## src/hw/rtl/kmsce_pkg.sv

```systemverilog
// Shared types and constants for the key matrix change-event scanner.
package kmsce_pkg;

    localparam int SENSE_W = 5;   // row sense bits per scan tick
    localparam int ROW_W   = 3;   // key_row field width
    localparam int COL_W   = 4;   // key_col / drive_col field width
    localparam int ADDR_W  = 5;   // state memory address, wide enough for 32 columns

    typedef struct packed {
        logic              rd_en;
        logic [ADDR_W-1:0] rd_addr;
        logic              wr_en;
        logic [ADDR_W-1:0] wr_addr;
        logic [SENSE_W-1:0] wr_data;
    } t_mem_req;

    typedef struct packed {
        logic             event_valid;
        logic [ROW_W-1:0] key_row;
        logic [COL_W-1:0] key_col;
        logic             pressed;
        logic [COL_W-1:0] drive_col;
        logic             last;
    } t_evt_word;

endpackage

```

## src/hw/rtl/kmsce_in_if.sv

```systemverilog
// Scan tick channel: row sense word with valid/ready.
interface kmsce_in_if;
    logic                          valid;
    logic                          ready;
    logic [kmsce_pkg::SENSE_W-1:0] row_sense;

    modport source (output valid, output row_sense, input ready);
    modport sink   (input valid, input row_sense, output ready);
endinterface

```

## src/hw/rtl/kmsce_out_if.sv

```systemverilog
// Key event channel: one result word per handshake.
interface kmsce_out_if;
    logic                        valid;
    logic                        ready;
    logic                        event_valid;
    logic [kmsce_pkg::ROW_W-1:0] key_row;
    logic [kmsce_pkg::COL_W-1:0] key_col;
    logic                        pressed;
    logic [kmsce_pkg::COL_W-1:0] drive_col;
    logic                        last;

    modport source (output valid, output event_valid, output key_row, output key_col,
                    output pressed, output drive_col, output last, input ready);
    modport sink   (input valid, input event_valid, input key_row, input key_col,
                    input pressed, input drive_col, input last, output ready);
endinterface

```

## src/hw/rtl/kmsce_state_mem.sv

```systemverilog
// Per-column key state memory: one read and one write port, registered read, valid bits.
module kmsce_state_mem #(
    parameter int COLUMNS = 16,
    parameter int CW      = 4
) (
    input  logic                          i_clk,
    input  logic                          i_rst_n,
    input  kmsce_pkg::t_mem_req           i_req,
    output logic [kmsce_pkg::SENSE_W-1:0] o_rd_data
);

    logic [kmsce_pkg::SENSE_W-1:0] r_mem [COLUMNS];
    logic [COLUMNS-1:0]            r_valid;
    logic [kmsce_pkg::SENSE_W-1:0] r_rd_data;
    logic                          r_rd_ok;

    always_ff @(posedge i_clk) begin
        if (i_req.wr_en) begin
            r_mem[i_req.wr_addr[CW-1:0]] <= i_req.wr_data;
        end
        if (i_req.rd_en) begin
            r_rd_data <= r_mem[i_req.rd_addr[CW-1:0]];
        end
    end

    always_ff @(posedge i_clk) begin
        if (!i_rst_n) begin
            r_valid <= '0;
            r_rd_ok <= 1'b0;
        end else begin
            if (i_req.wr_en) begin
                r_valid[i_req.wr_addr[CW-1:0]] <= 1'b1;
            end
            if (i_req.rd_en) begin
                r_rd_ok <= r_valid[i_req.rd_addr[CW-1:0]];
            end
        end
    end

    // never-written column reads as no keys pressed
    assign o_rd_data = r_rd_ok ? r_rd_data : '0;

    a_valid_clear: assert property (@(posedge i_clk)
        !i_rst_n |=> (r_valid == '0) && !r_rd_ok)
        else $error("valid bits not cleared by reset");

    a_valid_set: assert property (@(posedge i_clk) disable iff (!i_rst_n)
        i_req.wr_en |=> r_valid[$past(i_req.wr_addr[CW-1:0])])
        else $error("written entry not marked valid");

    a_no_rw_overlap: assert property (@(posedge i_clk) disable iff (!i_rst_n)
        !(i_req.rd_en && i_req.wr_en))
        else $error("read and write of state memory in the same cycle");

endmodule

```

## src/hw/rtl/kmsce_ctrl.sv

```systemverilog
// Scan sequencer: read-modify-write of column state and serial event emission.
module kmsce_ctrl #(
    parameter int COLUMNS = 16,
    parameter int ROWS    = 5,
    parameter int CW      = 4
) (
    input  logic                          i_clk,
    input  logic                          i_rst_n,
    input  logic                          i_in_valid,
    output logic                          o_in_ready,
    input  logic [kmsce_pkg::SENSE_W-1:0] i_row_sense,
    output logic                          o_out_valid,
    input  logic                          i_out_ready,
    output kmsce_pkg::t_evt_word          o_out_word,
    output kmsce_pkg::t_mem_req           o_mem_req,
    input  logic [kmsce_pkg::SENSE_W-1:0] i_mem_rd_data
);

    localparam logic [kmsce_pkg::SENSE_W-1:0] LIVE_ROWS =
        (ROWS >= kmsce_pkg::SENSE_W) ? '1 : kmsce_pkg::SENSE_W'((1 << ROWS) - 1);
    localparam logic [CW-1:0] COL_LAST = CW'(COLUMNS - 1);

    typedef enum logic [1:0] {S_IDLE, S_READ, S_EMIT} t_state;

    t_state                        r_state;
    logic [CW-1:0]                 r_col;
    logic [CW-1:0]                 r_ev_col;
    logic [kmsce_pkg::SENSE_W-1:0] r_now;
    logic [kmsce_pkg::SENSE_W-1:0] r_changes;
    logic                          r_out_valid;
    kmsce_pkg::t_evt_word          r_out_word;

    logic                          in_fire;
    logic                          slot_free;
    logic [kmsce_pkg::SENSE_W-1:0] low_bit;
    logic [kmsce_pkg::ROW_W-1:0]   low_idx;
    logic [kmsce_pkg::SENSE_W-1:0] remain;
    logic [CW-1:0]                 col_adv;

    assign in_fire   = i_in_valid && o_in_ready;
    assign slot_free = !r_out_valid || i_out_ready;
    assign col_adv   = (r_col == COL_LAST) ? '0 : r_col + CW'(1);

    // lowest changed row
    always_comb begin
        low_idx = '0;
        for (int i = kmsce_pkg::SENSE_W - 1; i >= 0; i--) begin
            if (r_changes[i]) begin
                low_idx = kmsce_pkg::ROW_W'(i);
            end
        end
        low_bit = r_changes & (~r_changes + kmsce_pkg::SENSE_W'(1));
        remain  = r_changes & ~low_bit;
    end

    always_comb begin
        o_mem_req         = '0;
        o_mem_req.rd_en   = in_fire;
        o_mem_req.rd_addr = kmsce_pkg::ADDR_W'(r_col);
        o_mem_req.wr_en   = (r_state == S_READ);
        o_mem_req.wr_addr = kmsce_pkg::ADDR_W'(r_col);
        o_mem_req.wr_data = r_now;
    end

    always_ff @(posedge i_clk) begin
        if (!i_rst_n) begin
            r_state     <= S_IDLE;
            r_col       <= '0;
            r_out_valid <= 1'b0;
        end else begin
            if (r_out_valid && i_out_ready) begin
                r_out_valid <= 1'b0;
            end
            unique case (r_state)
                S_IDLE: begin
                    if (in_fire) begin
                        r_now   <= ~i_row_sense & LIVE_ROWS;
                        r_state <= S_READ;
                    end
                end
                S_READ: begin
                    // stored flags arrive now; write back and step the column
                    r_changes <= r_now ^ i_mem_rd_data;
                    r_ev_col  <= r_col;
                    r_col     <= col_adv;
                    r_state   <= S_EMIT;
                end
                S_EMIT: begin
                    if (slot_free) begin
                        r_out_valid          <= 1'b1;
                        r_out_word.drive_col <= kmsce_pkg::COL_W'(r_col);
                        if (r_changes == '0) begin
                            r_out_word.event_valid <= 1'b0;
                            r_out_word.key_row     <= '0;
                            r_out_word.key_col     <= '0;
                            r_out_word.pressed     <= 1'b0;
                            r_out_word.last        <= 1'b1;
                            r_state                <= S_IDLE;
                        end else begin
                            r_out_word.event_valid <= 1'b1;
                            r_out_word.key_row     <= low_idx;
                            r_out_word.key_col     <= kmsce_pkg::COL_W'(r_ev_col);
                            r_out_word.pressed     <= |(r_now & low_bit);
                            r_out_word.last        <= (remain == '0);
                            r_changes              <= remain;
                            if (remain == '0) begin
                                r_state <= S_IDLE;
                            end
                        end
                    end
                end
                default: r_state <= S_IDLE;
            endcase
        end
    end

    assign o_in_ready  = (r_state == S_IDLE);
    assign o_out_valid = r_out_valid;
    assign o_out_word  = r_out_word;

    a_col_range: assert property (@(posedge i_clk) disable iff (!i_rst_n)
        r_col <= COL_LAST)
        else $error("column counter out of range");

    a_col_moves_on_wb: assert property (@(posedge i_clk) disable iff (!i_rst_n)
        !o_mem_req.wr_en |=> $stable(r_col))
        else $error("column advanced without state write-back");

    a_busy_after_accept: assert property (@(posedge i_clk) disable iff (!i_rst_n)
        in_fire |=> !o_in_ready ##1 !o_in_ready)
        else $error("new tick taken during read-modify-write");

    a_last_ends_tick: assert property (@(posedge i_clk) disable iff (!i_rst_n)
        (r_state == S_EMIT) && slot_free && ((r_changes == '0) || (remain == '0))
            |=> o_in_ready && r_out_word.last)
        else $error("final word did not return sequencer to idle");

endmodule

```

## src/hw/rtl/key_matrix_scan_change_events.sv

```systemverilog
// Key matrix scanner: per-column change events from scan ticks.
// First result word: loaded into the output register in state S_EMIT, after S_READ, once the
//   output register is free. Per tick: one state memory read-modify-write, then N result
//   words, N = results of that tick (1 to 5), one per cycle while o_evt.ready takes them;
//   no new tick is accepted until the tick's last word is loaded into the output register.
// Reset (synchronous, active low): column counter to 0, all column valid bits cleared so
//   every column reads as no keys pressed; no clearing pass, ticks accepted right away.
module key_matrix_scan_change_events #(
    parameter int COLUMNS = 16,
    parameter int ROWS    = 5
) (
    input  logic               i_clk,
    input  logic               i_rst_n,
    kmsce_in_if.sink           i_tick,
    kmsce_out_if.source        o_evt
);

    localparam int CW = (COLUMNS > 1) ? $clog2(COLUMNS) : 1;

    kmsce_pkg::t_mem_req           mem_req;
    logic [kmsce_pkg::SENSE_W-1:0] mem_rd_data;
    kmsce_pkg::t_evt_word          out_word;

    kmsce_state_mem #(
        .COLUMNS (COLUMNS),
        .CW      (CW)
    ) u_mem (
        .i_clk     (i_clk),
        .i_rst_n   (i_rst_n),
        .i_req     (mem_req),
        .o_rd_data (mem_rd_data)
    );

    kmsce_ctrl #(
        .COLUMNS (COLUMNS),
        .ROWS    (ROWS),
        .CW      (CW)
    ) u_ctrl (
        .i_clk         (i_clk),
        .i_rst_n       (i_rst_n),
        .i_in_valid    (i_tick.valid),
        .o_in_ready    (i_tick.ready),
        .i_row_sense   (i_tick.row_sense),
        .o_out_valid   (o_evt.valid),
        .i_out_ready   (o_evt.ready),
        .o_out_word    (out_word),
        .o_mem_req     (mem_req),
        .i_mem_rd_data (mem_rd_data)
    );

    assign o_evt.event_valid = out_word.event_valid;
    assign o_evt.key_row     = out_word.key_row;
    assign o_evt.key_col     = out_word.key_col;
    assign o_evt.pressed     = out_word.pressed;
    assign o_evt.drive_col   = out_word.drive_col;
    assign o_evt.last        = out_word.last;

endmodule
```

## src/flat_wrapper.sv

```systemverilog
// flat-port wrapper written by rule: the top's interface ports become plain ports
module key_matrix_scan_change_events_flat 
#(
    parameter int COLUMNS = 16,
    parameter int ROWS    = 5
)
  (i_clk, i_rst_n, i_tick_valid, i_tick_row_sense, i_tick_ready, o_evt_valid, o_evt_event_valid, o_evt_key_row, o_evt_key_col, o_evt_pressed, o_evt_drive_col, o_evt_last, o_evt_ready);
  kmsce_in_if i_tick_i ();
  kmsce_out_if o_evt_i ();
  input  logic i_clk;
  input  logic i_rst_n;
  input wire logic [$bits(i_tick_i.valid)-1:0] i_tick_valid;
  input wire logic [$bits(i_tick_i.row_sense)-1:0] i_tick_row_sense;
  output wire logic [$bits(i_tick_i.ready)-1:0] i_tick_ready;
  output wire logic [$bits(o_evt_i.valid)-1:0] o_evt_valid;
  output wire logic [$bits(o_evt_i.event_valid)-1:0] o_evt_event_valid;
  output wire logic [$bits(o_evt_i.key_row)-1:0] o_evt_key_row;
  output wire logic [$bits(o_evt_i.key_col)-1:0] o_evt_key_col;
  output wire logic [$bits(o_evt_i.pressed)-1:0] o_evt_pressed;
  output wire logic [$bits(o_evt_i.drive_col)-1:0] o_evt_drive_col;
  output wire logic [$bits(o_evt_i.last)-1:0] o_evt_last;
  input wire logic [$bits(o_evt_i.ready)-1:0] o_evt_ready;
  assign i_tick_i.valid = i_tick_valid;
  assign i_tick_i.row_sense = i_tick_row_sense;
  assign i_tick_ready = i_tick_i.ready;
  assign o_evt_valid = o_evt_i.valid;
  assign o_evt_event_valid = o_evt_i.event_valid;
  assign o_evt_key_row = o_evt_i.key_row;
  assign o_evt_key_col = o_evt_i.key_col;
  assign o_evt_pressed = o_evt_i.pressed;
  assign o_evt_drive_col = o_evt_i.drive_col;
  assign o_evt_last = o_evt_i.last;
  assign o_evt_i.ready = o_evt_ready;
  key_matrix_scan_change_events #(.COLUMNS(COLUMNS), .ROWS(ROWS)) u_core (.i_clk(i_clk), .i_rst_n(i_rst_n), .i_tick(i_tick_i), .o_evt(o_evt_i));
endmodule
```

## config.mk

```make
export PLATFORM = sky130hd
export DESIGN_NAME = key_matrix_scan_change_events_flat
export DESIGN_NICKNAME = d
export VERILOG_FILES = /design/src/hw/rtl/kmsce_pkg.sv /design/src/hw/rtl/kmsce_in_if.sv /design/src/hw/rtl/kmsce_out_if.sv /design/src/hw/rtl/kmsce_state_mem.sv /design/src/hw/rtl/kmsce_ctrl.sv /design/src/hw/rtl/key_matrix_scan_change_events.sv /design/src/flat_wrapper.sv
export SDC_FILE = /design/constraint.sdc
export NUM_CORES = 1
export LEC_CHECK = 0
export BUFFER_PORTS_ARGS = -buffer_cell sky130_fd_sc_hd__buf_2
export CAP_MARGIN = 40
export CORE_MARGIN = 5
export CORE_UTILIZATION = 50
export CTS_BUF_LIST = sky130_fd_sc_hd__clkbuf_2 sky130_fd_sc_hd__clkbuf_4 sky130_fd_sc_hd__clkbuf_8
export CTS_CLUSTER_DIAMETER = 30
export DETAILED_ROUTE_END_ITERATION = 8
export PLACE_DENSITY = 0.66
export SLEW_MARGIN = 20
export SYNTH_ARGS = -nofsm -noshare
export SYNTH_HDL_FRONTEND = slang
export SYNTH_HIERARCHICAL = 1
export SYNTH_SLANG_ARGS = --single-unit
```

## constraint.sdc

```tcl
create_clock -name i_clk -period 2.2 [get_ports i_clk]
set_clock_uncertainty 0.1 [all_clocks]
set_input_delay 0.11 -clock i_clk [delete_from_list [all_inputs] [get_ports i_clk]]
set_output_delay 0.11 -clock i_clk [all_outputs]
set_load 0.02 [all_outputs]
```

==> results.yml <==
setup_path:
  cp.required_ps: 2270
  rr_startpoint: "u_core/u_ctrl/r_col[0]"
  path_cells: "buf_12 > mux4_1 > mux4_2"
  path_max_fanout: 30
  slowest_stage: "mux4_1"
  critPathKind: "reg2reg"
  setup.worst_path.start: "u_core/u_ctrl/r_col[0]"
  end_kind: "flop"
  start_kind: "flop"
  arrival_ps: 2150
  slowest_delay_ps: 610
timing:
  setup-tns-final_ps: 0
  relSlewSlack_pct: 58.5
  finalCriticalPeriod_ps: 2070
  rsz0062_at_grt: "no"
  finalSetupViolCount: 0
  fin_crit_sh_pct: 94.3
  worstMarginPinSlew_ps: 621
  hold_slack_ps: 61.0
  slew_viol_final: 0
  fmax_mhz: 482
  final_hold_viol_count: 0
routing:
  post-route-drc-count: 0
  wl_per_cell_um: 20.1
  vias_per_cell: 5.56
  wirelength_um: 10800
  ant_nets: 0
  dr.pass1.iters: 5
  drt_iter0_drc: 254
  vias: 2993
die:
  rows: 38
  top_level_ports: 25
  die_h_um: 115
  start_util_pct: 50.9
  die_x_um: 115
  core_area_um2: 10800
  design.die.area_um2: 13200
final_layout:
  final_cell_area_um2: 6460
  num-nets-final: 395
  multi_input_area_um2: 1500
  layout-drive-gt1-share_pct: 26.1
  fill_cells: 812
  antennaDiodeCount: 0
  ff_latch_area_um2: 3870
  syn_to_final_growth_pct: 17.1
placed_design:
  hpwl_um: 7340
  place_area_um2: 5980
  port_buffers: 24
  gp_congestion: 0.815
pwr:
  p_per_area_nw_per_um2: 808
  p_leak_nw: 2.21
  worst_ir_drop_vdd_uv: 540
  total_power_w: 0.00522
synth:
  synth_nets: 329
  syn_area_um2: 5520
  syn_area_per_cell_um2: 17.3
  yosysWarnings: 6
  synth_cells: 319
clock_network:
  cts_resized: 0
  htreeDepth: 4
  clockBufferDepth: 2
  insertion_delay_ps: 430
  clockRootBuffer: "clkbuf_8"
  clk_pin_slew_ps: 70
  clock-sinks: 137
  cts_tree: "done"
  cts_made_buffers: 17
outcome:
  status: "complete, no violations"
worst_hold_path:
  hp-start: "i_rst_n"
  hold_path_class: "in2reg"
global_routing:
  grt_pass1_wl_um: 16900
  antenna_found_initial: 0
  grt_pass1_vias: 2907
  grtUsageTotal_pct: 17.6
  grt_max_degree: 35
  grt-ovfl-total: 0
flow_run:
  drv_cap: 0
==> flip-flops by register name (all words and copies together) (netlist names) <==
register                   count
u_core/u_ctrl/o_out_valid      1
u_core/u_ctrl/o_out_word      14
u_core/u_ctrl/r_changes        5
u_core/u_ctrl/r_col            4
u_core/u_ctrl/r_ev_col         4
u_core/u_ctrl/r_now            5
u_core/u_ctrl/r_state          2
u_core/u_mem/r_mem            80
u_core/u_mem/r_rd_data         5
u_core/u_mem/r_rd_ok           1
u_core/u_mem/r_valid          16
==> placed cells by master (no fill, tap or decap), types with 3 or more instances in the layout <==
master         instances
a21oi_1                4
o21ai_0                4
edfxtp_1             113
buf_2                 24
nand2b_1               5
bufinv_16              3
clkbuf_8              17
buf_4                 32
xnor2_1                6
dfxtp_1               24
mux4_2                 9
dlygate4sd3_1          7
nand2_1                9
clkinvlp_4             4
nand3b_1               3
and2_1                13
mux4_1                18
nor3_1                 5
mux2i_1                4
nor2_1                20
o21a_1                17
nor2b_1                5
and3_1                 3
nand3_1                6
clkbuf_4               3
inv_1                  7
==> metal layers <==
metal  GRT usage, %  vias up  wire (µm)
met3           4.89       15        541
met5              0        -          0
li1               -     1394          -
met2           27.1       96       5320
met4           6.26        0        151
met1           24.4     1488       4780
==> critical path, delay by kind of cell (launching register included) <==
family                 cells  cell delay, ps
muxes                      2            1090
DFF                        1             380
buffers and inverters      1             220
==> layout make-up <==
cell class,instances,area share [%]
flip-flops and latches,137,60.0
multi-input cells,155,23.2
repair buffers,65,7.28
clock buffers,20,3.97
well taps,140,2.71
clock inverters,12,2.34
inverters,9,0.523
==> metrics by stage <==
stage / std cells / utilization (%) / setup WS, ps
after floorplan: 319 / - / 16.5
after global placement: 499 / 55.2 / 201
after detailed placement: 499 / 55.2 / 146
after CTS: 538 / 59.6 / 126
after global routing: 538 / 59.6 / 84.5
final: 538 / 59.6 / 126
==> report_power, final <==
group	leakage [nW]	total, W	switching [W]	internal, W
registers	1.22	0.00287	0.0000292	0.00284
clock network	0.197	0.00208	0.000924	0.00115
logic	0.796	0.000270	0.000142	0.000128
==> what timing repair did <==
action                    in CTS  in global routing
hold endpoints to repair       7                  0
buffers inserted               0                  0
hold buffers                   7                  0
==> final timing paths <==
path / endpoint / slack (ps) / depth (start not counted)
setup / recovery: u_core/u_mem/r_rd_data[3] / 130 / 3
hold / removal: u_core/u_mem/r_valid[15] / 60 / 2
setup reg to reg: u_core/u_mem/r_rd_data[3] / 130 / 3
hold reg to reg: u_core/u_mem/r_valid[15] / 370 / 1
(Power assumes the default switching activity.)
